### src/rtl/dilated_five_tap_smoother_unit_macros.svh
// ----------------------------------------------------------------------------
// dilated five-tap smoother: assertion macros
// concurrent assertion wrappers, empty when synthesised
// ----------------------------------------------------------------------------
`ifndef DILATED_FIVE_TAP_SMOOTHER_UNIT_MACROS_SVH
`define DILATED_FIVE_TAP_SMOOTHER_UNIT_MACROS_SVH

`ifndef SYNTHESIS
// checked only out of reset
`define DFTS_ASSERT(lbl, prop, msg) \
    lbl: assert property (@(posedge i_clk) disable iff (!i_rst_n) prop) else $error(msg);
// checked in reset too
`define DFTS_ASSERT_RST(lbl, prop, msg) \
    lbl: assert property (@(posedge i_clk) prop) else $error(msg);
`else
`define DFTS_ASSERT(lbl, prop, msg)
`define DFTS_ASSERT_RST(lbl, prop, msg)
`endif

`endif

### src/rtl/dfts_pkg.sv
// ----------------------------------------------------------------------------
// dfts_pkg
// types, constants and helpers shared by the smoother modules
// ----------------------------------------------------------------------------
package dfts_pkg;

    localparam int MAX_WIDTH  = 64;
    localparam int MAX_HEIGHT = 64;
    localparam int IMG_DEPTH  = MAX_WIDTH * MAX_HEIGHT;
    localparam int IMG_AW     = $clog2(IMG_DEPTH);

    localparam int SAMPLE_W = 16;
    localparam int COORD_W  = 6;
    localparam int EXT_W    = 7;
    localparam int STEP_W   = 6;
    localparam int CFG_IW   = 3;
    localparam int TAP_KW   = 3;
    localparam int PROD_W   = 2 * SAMPLE_W;
    localparam int ACC_W    = PROD_W + 3;

    localparam logic [TAP_KW-1:0] LAST_TAP = TAP_KW'(4);

    typedef enum logic [CFG_IW-1:0] {
        CFG_IMAGE_WIDTH   = 3'd0,
        CFG_IMAGE_HEIGHT  = 3'd1,
        CFG_DILATION_STEP = 3'd2,
        CFG_ALONG_COLUMNS = 3'd3,
        CFG_CLAMP_BORDER  = 3'd4,
        CFG_OUTER_TAP     = 3'd5,
        CFG_NEAR_TAP      = 3'd6,
        CFG_CENTRE_TAP    = 3'd7
    } t_cfg_idx;

    typedef struct packed {
        logic                func;
        logic [COORD_W-1:0]  col;
        logic [COORD_W-1:0]  row;
        logic [SAMPLE_W-1:0] sample;
    } t_in;

    typedef struct packed {
        logic [SAMPLE_W-1:0] smoothed;
        logic                out_of_range;
    } t_out;

    typedef struct packed {
        logic              load;
        logic              wr;
        logic              clr_acc;
        logic              rd_en;
        logic [TAP_KW-1:0] rd_k;
        logic              out_load;
    } t_cmd;

    typedef struct packed {
        logic oor;
        logic filter;
    } t_status;

    function automatic logic [EXT_W-1:0] used_extent(input logic [EXT_W-1:0] cfg,
                                                     input int limit);
        logic [EXT_W-1:0] ext;
        if (int'(cfg) > limit) begin
            ext = EXT_W'(limit);
        end else begin
            ext = cfg;
        end
        return ext;
    endfunction

    function automatic logic [IMG_AW-1:0] pixel_addr(input logic [EXT_W-1:0] row,
                                                     input logic [EXT_W-1:0] col);
        logic [IMG_AW-1:0] base;
        base = IMG_AW'(row) * IMG_AW'(MAX_WIDTH);
        return base + IMG_AW'(col);
    endfunction

endpackage

### src/rtl/dfts_ctrl.sv
// ----------------------------------------------------------------------------
// dfts_ctrl
// item sequencer: range check, store write, five tap reads, result hand-off
// ----------------------------------------------------------------------------
`include "dilated_five_tap_smoother_unit_macros.svh"

module dfts_ctrl (
    input  logic              i_clk,
    input  logic              i_rst_n,
    input  logic              i_in_valid,
    output logic              o_in_stall,
    output logic              o_out_valid,
    input  logic              i_out_stall,
    input  dfts_pkg::t_status i_status,
    output dfts_pkg::t_cmd    o_cmd
);
    import dfts_pkg::*;

    typedef enum logic [2:0] {
        ST_IDLE,
        ST_CHECK,
        ST_READ,
        ST_DRAIN,
        ST_DONE
    } t_state;

    t_state            r_state, n_state;
    logic [TAP_KW-1:0] r_k, n_k;
    logic              r_drain, n_drain;
    logic              r_out_valid, n_out_valid;
    logic              out_free;
    t_cmd              cmd;

    assign out_free = !r_out_valid || !i_out_stall;

    always_comb begin
        n_state     = r_state;
        n_k         = r_k;
        n_drain     = r_drain;
        n_out_valid = r_out_valid && i_out_stall;
        cmd         = '0;
        cmd.rd_k    = r_k;
        case (r_state)
            ST_IDLE: begin
                if (i_in_valid) begin
                    cmd.load = 1'b1;
                    n_state  = ST_CHECK;
                end
            end
            ST_CHECK: begin
                cmd.clr_acc = 1'b1;
                n_k         = '0;
                if (i_status.oor || !i_status.filter) begin
                    cmd.wr  = !i_status.oor;
                    n_state = ST_DONE;
                end else begin
                    n_state = ST_READ;
                end
            end
            ST_READ: begin
                cmd.rd_en = 1'b1;
                n_k       = r_k + TAP_KW'(1);
                if (r_k == LAST_TAP) begin
                    n_drain = 1'b0;
                    n_state = ST_DRAIN;
                end
            end
            ST_DRAIN: begin
                n_drain = 1'b1;
                if (r_drain) begin
                    n_state = ST_DONE;
                end
            end
            ST_DONE: begin
                if (out_free) begin
                    cmd.out_load = 1'b1;
                    n_out_valid  = 1'b1;
                    n_state      = ST_IDLE;
                end
            end
            default: begin
                n_state = ST_IDLE;
            end
        endcase
    end

    always_ff @(posedge i_clk) begin
        if (!i_rst_n) begin
            r_state     <= ST_IDLE;
            r_k         <= '0;
            r_drain     <= 1'b0;
            r_out_valid <= 1'b0;
        end else begin
            r_state     <= n_state;
            r_k         <= n_k;
            r_drain     <= n_drain;
            r_out_valid <= n_out_valid;
        end
    end

    assign o_cmd       = cmd;
    assign o_in_stall  = (r_state != ST_IDLE);
    assign o_out_valid = r_out_valid;

    `DFTS_ASSERT(a_accept_then_busy, (i_in_valid && !o_in_stall) |=> o_in_stall, "accept not followed by busy")
    `DFTS_ASSERT(a_no_overwrite, cmd.out_load |-> out_free, "result register overwritten")
    `DFTS_ASSERT(a_read_in_range, cmd.rd_en |-> (r_k <= LAST_TAP), "tap index beyond last tap")
    `DFTS_ASSERT(a_drain_length, (r_state == ST_READ && r_k == LAST_TAP) |-> ##3 (r_state == ST_DONE), "drain length wrong")
    `DFTS_ASSERT_RST(a_reset_clears_out, !i_rst_n |=> !o_out_valid, "output valid after reset")

endmodule

### config.mk
export PLATFORM = sky130hd
export DESIGN_NAME = dfts_ctrl
export DESIGN_NICKNAME = d
export VERILOG_FILES = /design/src/rtl/dfts_pkg.sv /design/src/rtl/dfts_ctrl.sv
export VERILOG_INCLUDE_DIRS = /design/src /design/src/rtl
export SDC_FILE = /design/constraint.sdc
export NUM_CORES = 1
export LEC_CHECK = 0
export ABC_CLOCK_PERIOD_IN_PS = 2720
export BUFFER_PORTS_ARGS = -buffer_cell sky130_fd_sc_hd__buf_2
export CAP_MARGIN = 10
export CORE_AREA = 5 5 42 44
export CTS_BUF_LIST = sky130_fd_sc_hd__clkbuf_8
export CTS_CLUSTER_DIAMETER = 40
export DETAILED_ROUTE_END_ITERATION = 10
export DIE_AREA = 0 0 47 49
export PLACE_DENSITY = 0.71
export SLEW_MARGIN = 30
export SYNTH_ARGS = -nofsm -noshare
export SYNTH_HDL_FRONTEND = slang
export SYNTH_SLANG_ARGS = --single-unit
### constraint.sdc
create_clock -name i_clk -period 2.72 [get_ports i_clk]
set_clock_uncertainty 0.1 [all_clocks]
set_input_delay 0.272 -clock i_clk [delete_from_list [all_inputs] [get_ports i_clk]]
set_output_delay 0.272 -clock i_clk [all_outputs]
set_load 0.005 [all_outputs]
# Word-level counts from Yosys, hierarchy flattened
# Cells that the tools add are included.
[op_classes]
n_addsub = 1
n_eq_ne = 9
mux = 18
reduce_logical = 13
[op_table]
columns = ["cell", "n"]
rows = [
  ["$mux W3", 5],
  ["$pmux W3 S5", 1],
  ["$mux W1", 9],
  ["$ne A2 B2 Y1 const B", 4],
  ["$eq A3 B2 Y1 const B", 2],
  ["$eq A3 B3 Y1 const B", 2],
  ["$pmux W3 S2", 1],
  ["$logic_not A1 Y1", 4],
  ["$reduce_and A4 Y1", 1],
  ["$reduce_bool A2 Y1", 2],
  ["$add A3 B1 Y3 const B", 1],
  ["$eq A3 B1 Y1 const B", 1],
  ["$logic_not A3 Y1", 1],
  ["$reduce_bool A3 Y1", 1],
  ["$logic_or A1 B1 Y1", 2],
  ["$mux W2", 1],
  ["$pmux W1 S2", 1],
  ["$reduce_and A2 Y1", 1],
  ["$logic_and A1 B1 Y1", 1],
]
[totals]
reg_bits = 8
input_bits = 6
word_cells = 45

# Longest topological paths before layout
# Gate-level depths: netlist of run 1.
[depth]
word_depth = 4
depth_mapped = 5

# Worst setup path after synthesis of run 1
# No wires, ideal clock.
[synth_path]
kind = "register -> register"
from = "reg r_k[0]"
to = "reg r_k[1]"
setup_time_ps = 121
t_arrival_ps = 1107
required_time_ps = 2499
slack_ps = 1392
path_stages_with_launch = 6
path_buffers = 0
synth_period_minus_slack_ps = 1328
cell_sequence = "dfxtp_1 -> inv_1 -> ha_1 -> nor4bb_1 -> a211oi_1 -> nor2b_1"
[synth_via]
elab_chain_cells = 2
[synth_rtl]
columns = ["item", "line_no", "source"]
rows = [
  ["start, declared", "dfts_ctrl.sv:28", "logic [TAP_KW-1:0] r_k, n_k;"],
  ["start signal, assigned", "dfts_ctrl.sv:95", "r_k <= n_k;"],
  ["$add A3 B1 Y3", "dfts_ctrl.sv:62", "n_k = r_k + TAP_KW'(1);"],
  ["$pmux W3 S2", "dfts_ctrl.sv:43", "case (r_state)"],
]
# Every way passes these cells.
# A chain may end at the register's enable or synchronous reset.

==> impl_metrics.env, run 1 <==
export IMPL_first_pass_iters=1
export IMPL_crit_path_end_kind="primary output"
export IMPL_ys_warn_count=0
export IMPL_min_path_type="in2reg"
export IMPL_synth_cell_types=32
export IMPL_grt_max_degree=20
export IMPL_clk_latency_ns=0.23
export IMPL_drc=0
export IMPL_dp_cells=84
export IMPL_max_vdd_ir_drop_uv=266
export IMPL_fin_area_um2=616
export IMPL_finalSetupViolCount=0
export IMPL_slew_viol_final=0
export IMPL_netlist_instances=57
export IMPL_antenna_cells=0
export IMPL_dpl_hpwl_um=766
export IMPL_routed_via_density=5.28
export IMPL_final_cells=87
export IMPL_ys_seq_area_share_pct=31.5
export IMPL_initialDrtViolationCount=0
export IMPL_ys_seq_elements=8
export IMPL_start_kind="register"
export IMPL_wl_per_cell_um=12.3
export IMPL_die_x_um=47
export IMPL_worst_ep_required_time_ns=2.35
export IMPL_placed_area_um2=574
export IMPL_wl_um=1070
export IMPL_htree_num_levels=1
export IMPL_arrival_ns=1.48
export IMPL_initial_core_util_pct=36.2
export IMPL_gp_congestion=0.748
export IMPL_fmax_mhz=539
export IMPL_hold_depth=3
export IMPL_cts_root_buf="clkbuf_8"
export IMPL_finalSetupTns_ns=0
export IMPL_synth_edf_count=0
export IMPL_syn2layout_area_growth_pct=21.2
export IMPL_place_ws_ns=1.12
export IMPL_nNetsFinal=81
export IMPL_vias=459
export IMPL_ctsResizeCount=0
export IMPL_ys_flop_type="dfxtp_1"
export IMPL_dieHeight_um=49
export IMPL_pin_count=16
export IMPL_synth_most_common_cell="dfxtp_1"
export IMPL_clock_sink_count=8
export IMPL_core_mm2=0.00140
export IMPL_dieArea_mm2=0.00230
export IMPL_yosysTopAreaCell="dfxtp_1"
export IMPL_rows=14
export IMPL_tightestPinTransition_ns=0.565
export IMPL_rrSetupSlack_ns=1.28
export IMPL_async_reset_ff_share_pct=0
export IMPL_io_buffers=15
export IMPL_clockBufferDepth=2
export IMPL_synth_area_um2=508
export IMPL_synth_fp_nets=65
export IMPL_hold_violations=0
export IMPL_grt_pass1_wl_um=1800
export IMPL_status="completed"
export IMPL_fin_crit_ns=1.86
export IMPL_synth_area_per_cell_um2=8.91
export IMPL_path_class="reg2out"
export IMPL_critPathSlowestCell="dfxtp_1"
export IMPL_reg2regPathDepth=3
export IMPL_grt_pass1_vias=406
export IMPL_cap_violations=0
export IMPL_antenna_found_initial=0
export IMPL_clk_pin_slew_ns=0.04
export IMPL_synth_common_cells="dfxtp_1 (8), a21oi_1 (5), nand2_1 (4)"
export IMPL_cp_max_fo=13
export IMPL_overflow=0
export IMPL_finalCritPeriodShare_pct=68.2
export IMPL_cts_setup_buffers=0
export IMPL_drtAntennaViolNets=0
export IMPL_synth_area_top_cells="dfxtp_1 (32%), nor4b_2 (5.9%), a21oi_1 (4.9%), ha_1 (4.9%), nor3b_1 (4.4%)"
export IMPL_worst_slack_ns=0.865
export IMPL_synth_top_area_share_pct=31.5
export IMPL_cts_made_buffers=3
export IMPL_layout_drive_gt1_share_pct=31.0
export IMPL_cts_tree="done"
export IMPL_leakage_nw=0.261
export IMPL_worstPathCellList="or3b_4 -> a21oi_1 -> buf_2"
export IMPL_rsz0062_at_grt="false"
export IMPL_slew_headroom_pct=62.3
export IMPL_max_stage_delay_ns=0.58
export IMPL_power_density_mw_per_mm2=498
export IMPL_track_usage_pct=10.9
export IMPL_hold_buffers=0
==> report_power, final <==
group / internal, mW / switching (mW)
clock network: 0.0959 / 0.0469
logic: 0.0186 / 0.0136
registers: 0.121 / 0.0104
total: 0.236 / 0.0709
==> path summary, 6_finish.rpt <==
path / from / endpoint
max: r_state[2]$_SDFFE_PN0P_ / o_cmd[0]
min: i_out_stall / o_out_valid$_SDFF_PN0_
max reg2reg: r_state[2]$_SDFFE_PN0P_ / r_state[2]$_SDFFE_PN0P_
min reg2reg: o_out_valid$_SDFF_PN0_ / o_out_valid$_SDFF_PN0_
==> metal layers <==
layer	track usage (%)	wire, um	vias to the layer above
met3	3.69	75	2
met5	0	0	-
met2	13.1	435	14
met1	15.1	527	205
li1	-	-	238
met4	8.29	29	0
==> registers in the layout, summed over array words and instances, names as in the netlist <==
register and count:
r_k 3, r_state 3, o_out_valid 1, r_drain 1
==> cells by family (layout without fill, tap and decap cells) <==
kind of cell               after synthesis  in the layout  synth area share [%]
AOI/OAI and AO/OA                       15             15                  19.7
adders and majority gates                2              2                  4.93
DFF                                      8              8                  31.5
buffers and inverters                    6             20                  7.14
and+or+nand+nor                         26             26                  36.7
==> layout make-up <==
type	count	area [um2]
Clock buffer	3	41.3
Inverter	2	7.51
Timing Repair Buffer	15	75.1
Fill cell	153	786
Multi-Input combinational cell	43	312
Sequential cell	8	160
Tap cell	16	20.0
==> critical path: cells and delay by family, from the launching register on <==
family	cells	cell delay, ns
compound gates	1	0.11
simple gates	1	0.44
flops	1	0.58
buf+inv	1	0.12
==> per-stage QoR <==
step | hold slack (ns) | utilization (%) | power, mW
finish | 0.255 | 43.9 | 0.306
global route | 0.258 | 43.9 | 0.326
CTS | 0.255 | 43.9 | 0.312
detailed placement | 0.431 | 41.0 | 0.166
global placement | 0.413 | 41.0 | 0.165
floorplan | 0.294 | - | 0.153
==> cell usage in the layout, fill, tap and decap left out, types with 2 or more instances in the layout <==
cell      count
nor4b_2       2
buf_2        15
a21boi_1      2
inv_1         2
a21oi_1       5
nor2_1        3
nand2_1       4
clkbuf_8      3
nor2b_1       3
ha_1          2
nor3b_1       3
dfxtp_1       8
Power figures use the tool's default switching activity.
==> run 2: changes to the inputs <==
Settings changed: ABC_AREA set to 1, ABC_CLOCK_PERIOD_IN_PS 2720 to 1800, PLACE_DENSITY 0.71 to 0.67.
Clock period 2.72 ns to 1.8 ns, I/O delays scaled along.
==> run 2 against run 1 <==
Register-to-register slack worse by 0.75 ns. Highest routed layer unchanged. Via count is 3.7% higher. Sequential power is 110% higher. Largest power group is now combinational cells. Critical path type unchanged. Wire length is 3.1% lower. Final cell count increased by 20%. Worst setup slack lost 0.61 ns.
==> impl_metrics.env, run 2 <==
export IMPL_status="completed"
export IMPL_arrival_ns=1.27
export IMPL_cp_max_fo=5
export IMPL_synth_fp_nets=78
export IMPL_min_path_type="in2reg"
export IMPL_core_mm2=0.00140
export IMPL_synth_area_um2=469
export IMPL_routed_via_density=4.58
export IMPL_start_kind="register"
export IMPL_final_common_cell="nand2_1"
export IMPL_critPathTopFamily="simple AND/OR/NAND/NOR gates"
export IMPL_netlist_instances=70
export IMPL_dpl_hpwl_um=841
export IMPL_wl_per_cell_um=9.94
export IMPL_power_density_mw_per_mm2=1440
export IMPL_layout_drive_gt1_share_pct=31.8
export IMPL_worstPathCellList="inv_1 -> nor2_1 -> nand2_1 -> nor3_1 -> buf_2"
export IMPL_pin_count=16
export IMPL_async_reset_ff_share_pct=0
export IMPL_drc=0
export IMPL_initialDrtViolationCount=4
export IMPL_slew_headroom_pct=81.4
export IMPL_hold_violations=0
export IMPL_cts_setup_buffers=0
export IMPL_finalCritPeriodShare_pct=86.0
export IMPL_ys_warn_count=0
export IMPL_cts_made_buffers=3
export IMPL_wl_um=1030
export IMPL_biggestRegsByFlops="r_k x3, r_state x3"
export IMPL_synth_area_per_cell_um2=6.70
export IMPL_max_vdd_ir_drop_uv=676
export IMPL_ys_seq_area_share_pct=34.1
export IMPL_yosysTopAreaCell="dfxtp_1"
export IMPL_die_x_um=47
export IMPL_max_stage_delay_ns=0.40
export IMPL_synth_top_area_share_pct=34.1
export IMPL_hold_buffers=0
export IMPL_layout_common_cells="nand2_1 (16), buf_2 (15), inv_1 (11), nor2_1 (8), dfxtp_1 (8)"
export IMPL_syn2layout_area_growth_pct=29.1
export IMPL_final_cells=104
export IMPL_ys_seq_elements=8
export IMPL_io_buffers=15
export IMPL_clk_pin_slew_ns=0.04
export IMPL_finalSetupViolCount=0
export IMPL_rows=14
export IMPL_slew_viol_final=0
export IMPL_finalSetupTns_ns=0
export IMPL_synth_area_top_cells="dfxtp_1 (34%), nand2_1 (13%), inv_1 (8.8%), nand2_2 (6.7%), a21oi_1 (6.4%)"
export IMPL_synth_edf_count=0
export IMPL_ys_flop_type="dfxtp_1"
export IMPL_cts_root_buf="clkbuf_8"
export IMPL_worst_ep_required_time_ns=1.52
export IMPL_cts_tree="done"
export IMPL_htree_num_levels=1
export IMPL_ctsResizeCount=0
export IMPL_rsz0062_at_grt="false"
export IMPL_crit_path_end_kind="primary output"
export IMPL_clk_latency_ns=0.23
export IMPL_antenna_found_initial=0
export IMPL_cap_violations=0
export IMPL_synth_cell_types=16
export IMPL_vias=476
export IMPL_antenna_cells=0
export IMPL_grt_pass1_vias=485
export IMPL_drtAntennaViolNets=0
export IMPL_grt_max_degree=8
export IMPL_initial_core_util_pct=33.5
export IMPL_track_usage_pct=11.5
export IMPL_leakage_nw=0.336
export IMPL_clock_sink_count=8
export IMPL_dieHeight_um=49
export IMPL_gp_congestion=0.745
export IMPL_fin_crit_ns=1.55
export IMPL_grt_pass1_wl_um=1970
export IMPL_critPathSlowestCell="dfxtp_1"
export IMPL_overflow=0
export IMPL_clockBufferDepth=2
export IMPL_dieArea_mm2=0.00230
export IMPL_tightestPinTransition_ns=0.278
export IMPL_nNetsFinal=98
export IMPL_first_pass_iters=4
export IMPL_dp_cells=101
export IMPL_crit_buf_inv=2
export IMPL_path_class="reg2out"
export IMPL_synth_most_common_cell="nand2_1"
export IMPL_fmax_mhz=646
export IMPL_synth_common_cells="nand2_1 (16), inv_1 (11), dfxtp_1 (8), nor2_1 (8), a21oi_1 (6)"
==> run 2: stage by stage <==
| step | cell area, um2 | setup WS [ns] | power (mW) | utilization (%) | hold slack, ns |
|---|---|---|---|---|---|
| after global routing | 606 | 0.0921 | 0.973 | 43.2 | 0.124 |
| after global placement | 564 | 0.498 | 0.663 | 40.3 | 0.352 |
| after CTS | 606 | 0.257 | 0.886 | 43.2 | 0.113 |
| after detailed placement | 564 | 0.502 | 0.669 | 40.3 | 0.351 |
| after floorplan | 469 | 0.571 | 0.549 | - | 0.200 |
| final | 606 | 0.252 | 0.875 | 43.2 | 0.114 |
==> run 2: layout make-up <==
class / instances / area, um2
fill: 170 / 796
multi-input combinational: 50 / 264
sequential: 8 / 160
timing repair buffer: 15 / 75.1
inverter: 12 / 45.0
clock buffer: 3 / 41.3
tap: 16 / 20.0
==> run 2: logic make-up after synthesis <==
kind of cell | Yosys count | share of synthesized area (%)
fa+ha+maj | 2 | 5.33
xor+xnor | 1 | 1.87
buf+inv | 12 | 9.60
compound gates | 9 | 9.60
simple gates | 38 | 39.5
flops | 8 | 34.1
==> run 2: power by group <==
part           internal, mW  total (mW)  switching, mW
registers             0.219       0.279         0.0594
logic                 0.155       0.383          0.228
clock network         0.145       0.213         0.0685
==> run 2: per-layer routing <==
| layer | vias to the layer above | track usage (%) | wire (um) |
|---|---|---|---|
| li1 | 251 | - | - |
| met1 | 211 | 14.0 | 473 |
| met2 | 12 | 17.6 | 496 |
| met3 | 2 | 4.80 | 54 |
| met4 | 0 | 4.15 | 9 |
| met5 | - | 0 | 0 |
==> run 2: final timing paths <==
check                               start                      end  slack (ns)  depth (start not counted)
hold / removal                    i_rst_n  r_state[2]$_SDFFE_PN0P_        0.11                          3
setup reg to reg      r_k[0]$_SDFFE_PN0P_  r_state[1]$_SDFFE_PN0P_        0.53                          8
setup / recovery  r_state[0]$_SDFFE_PN0P_                 o_cmd[6]        0.25                          5
hold reg to reg    o_out_valid$_SDFF_PN0_   o_out_valid$_SDFF_PN0_        0.39                          2
==> run 2: worst reg2reg max path, cell delays in order, from the launching register on <==
cell and delay (ns):
dfxtp_1 0.37, inv_1 0.06, ha_1 0.19, nand2_1 0.08, nand3_1 0.09, nand2_2 0.10
nor2_4 0.05, nor2_1 0.08, nor2_1 0.05
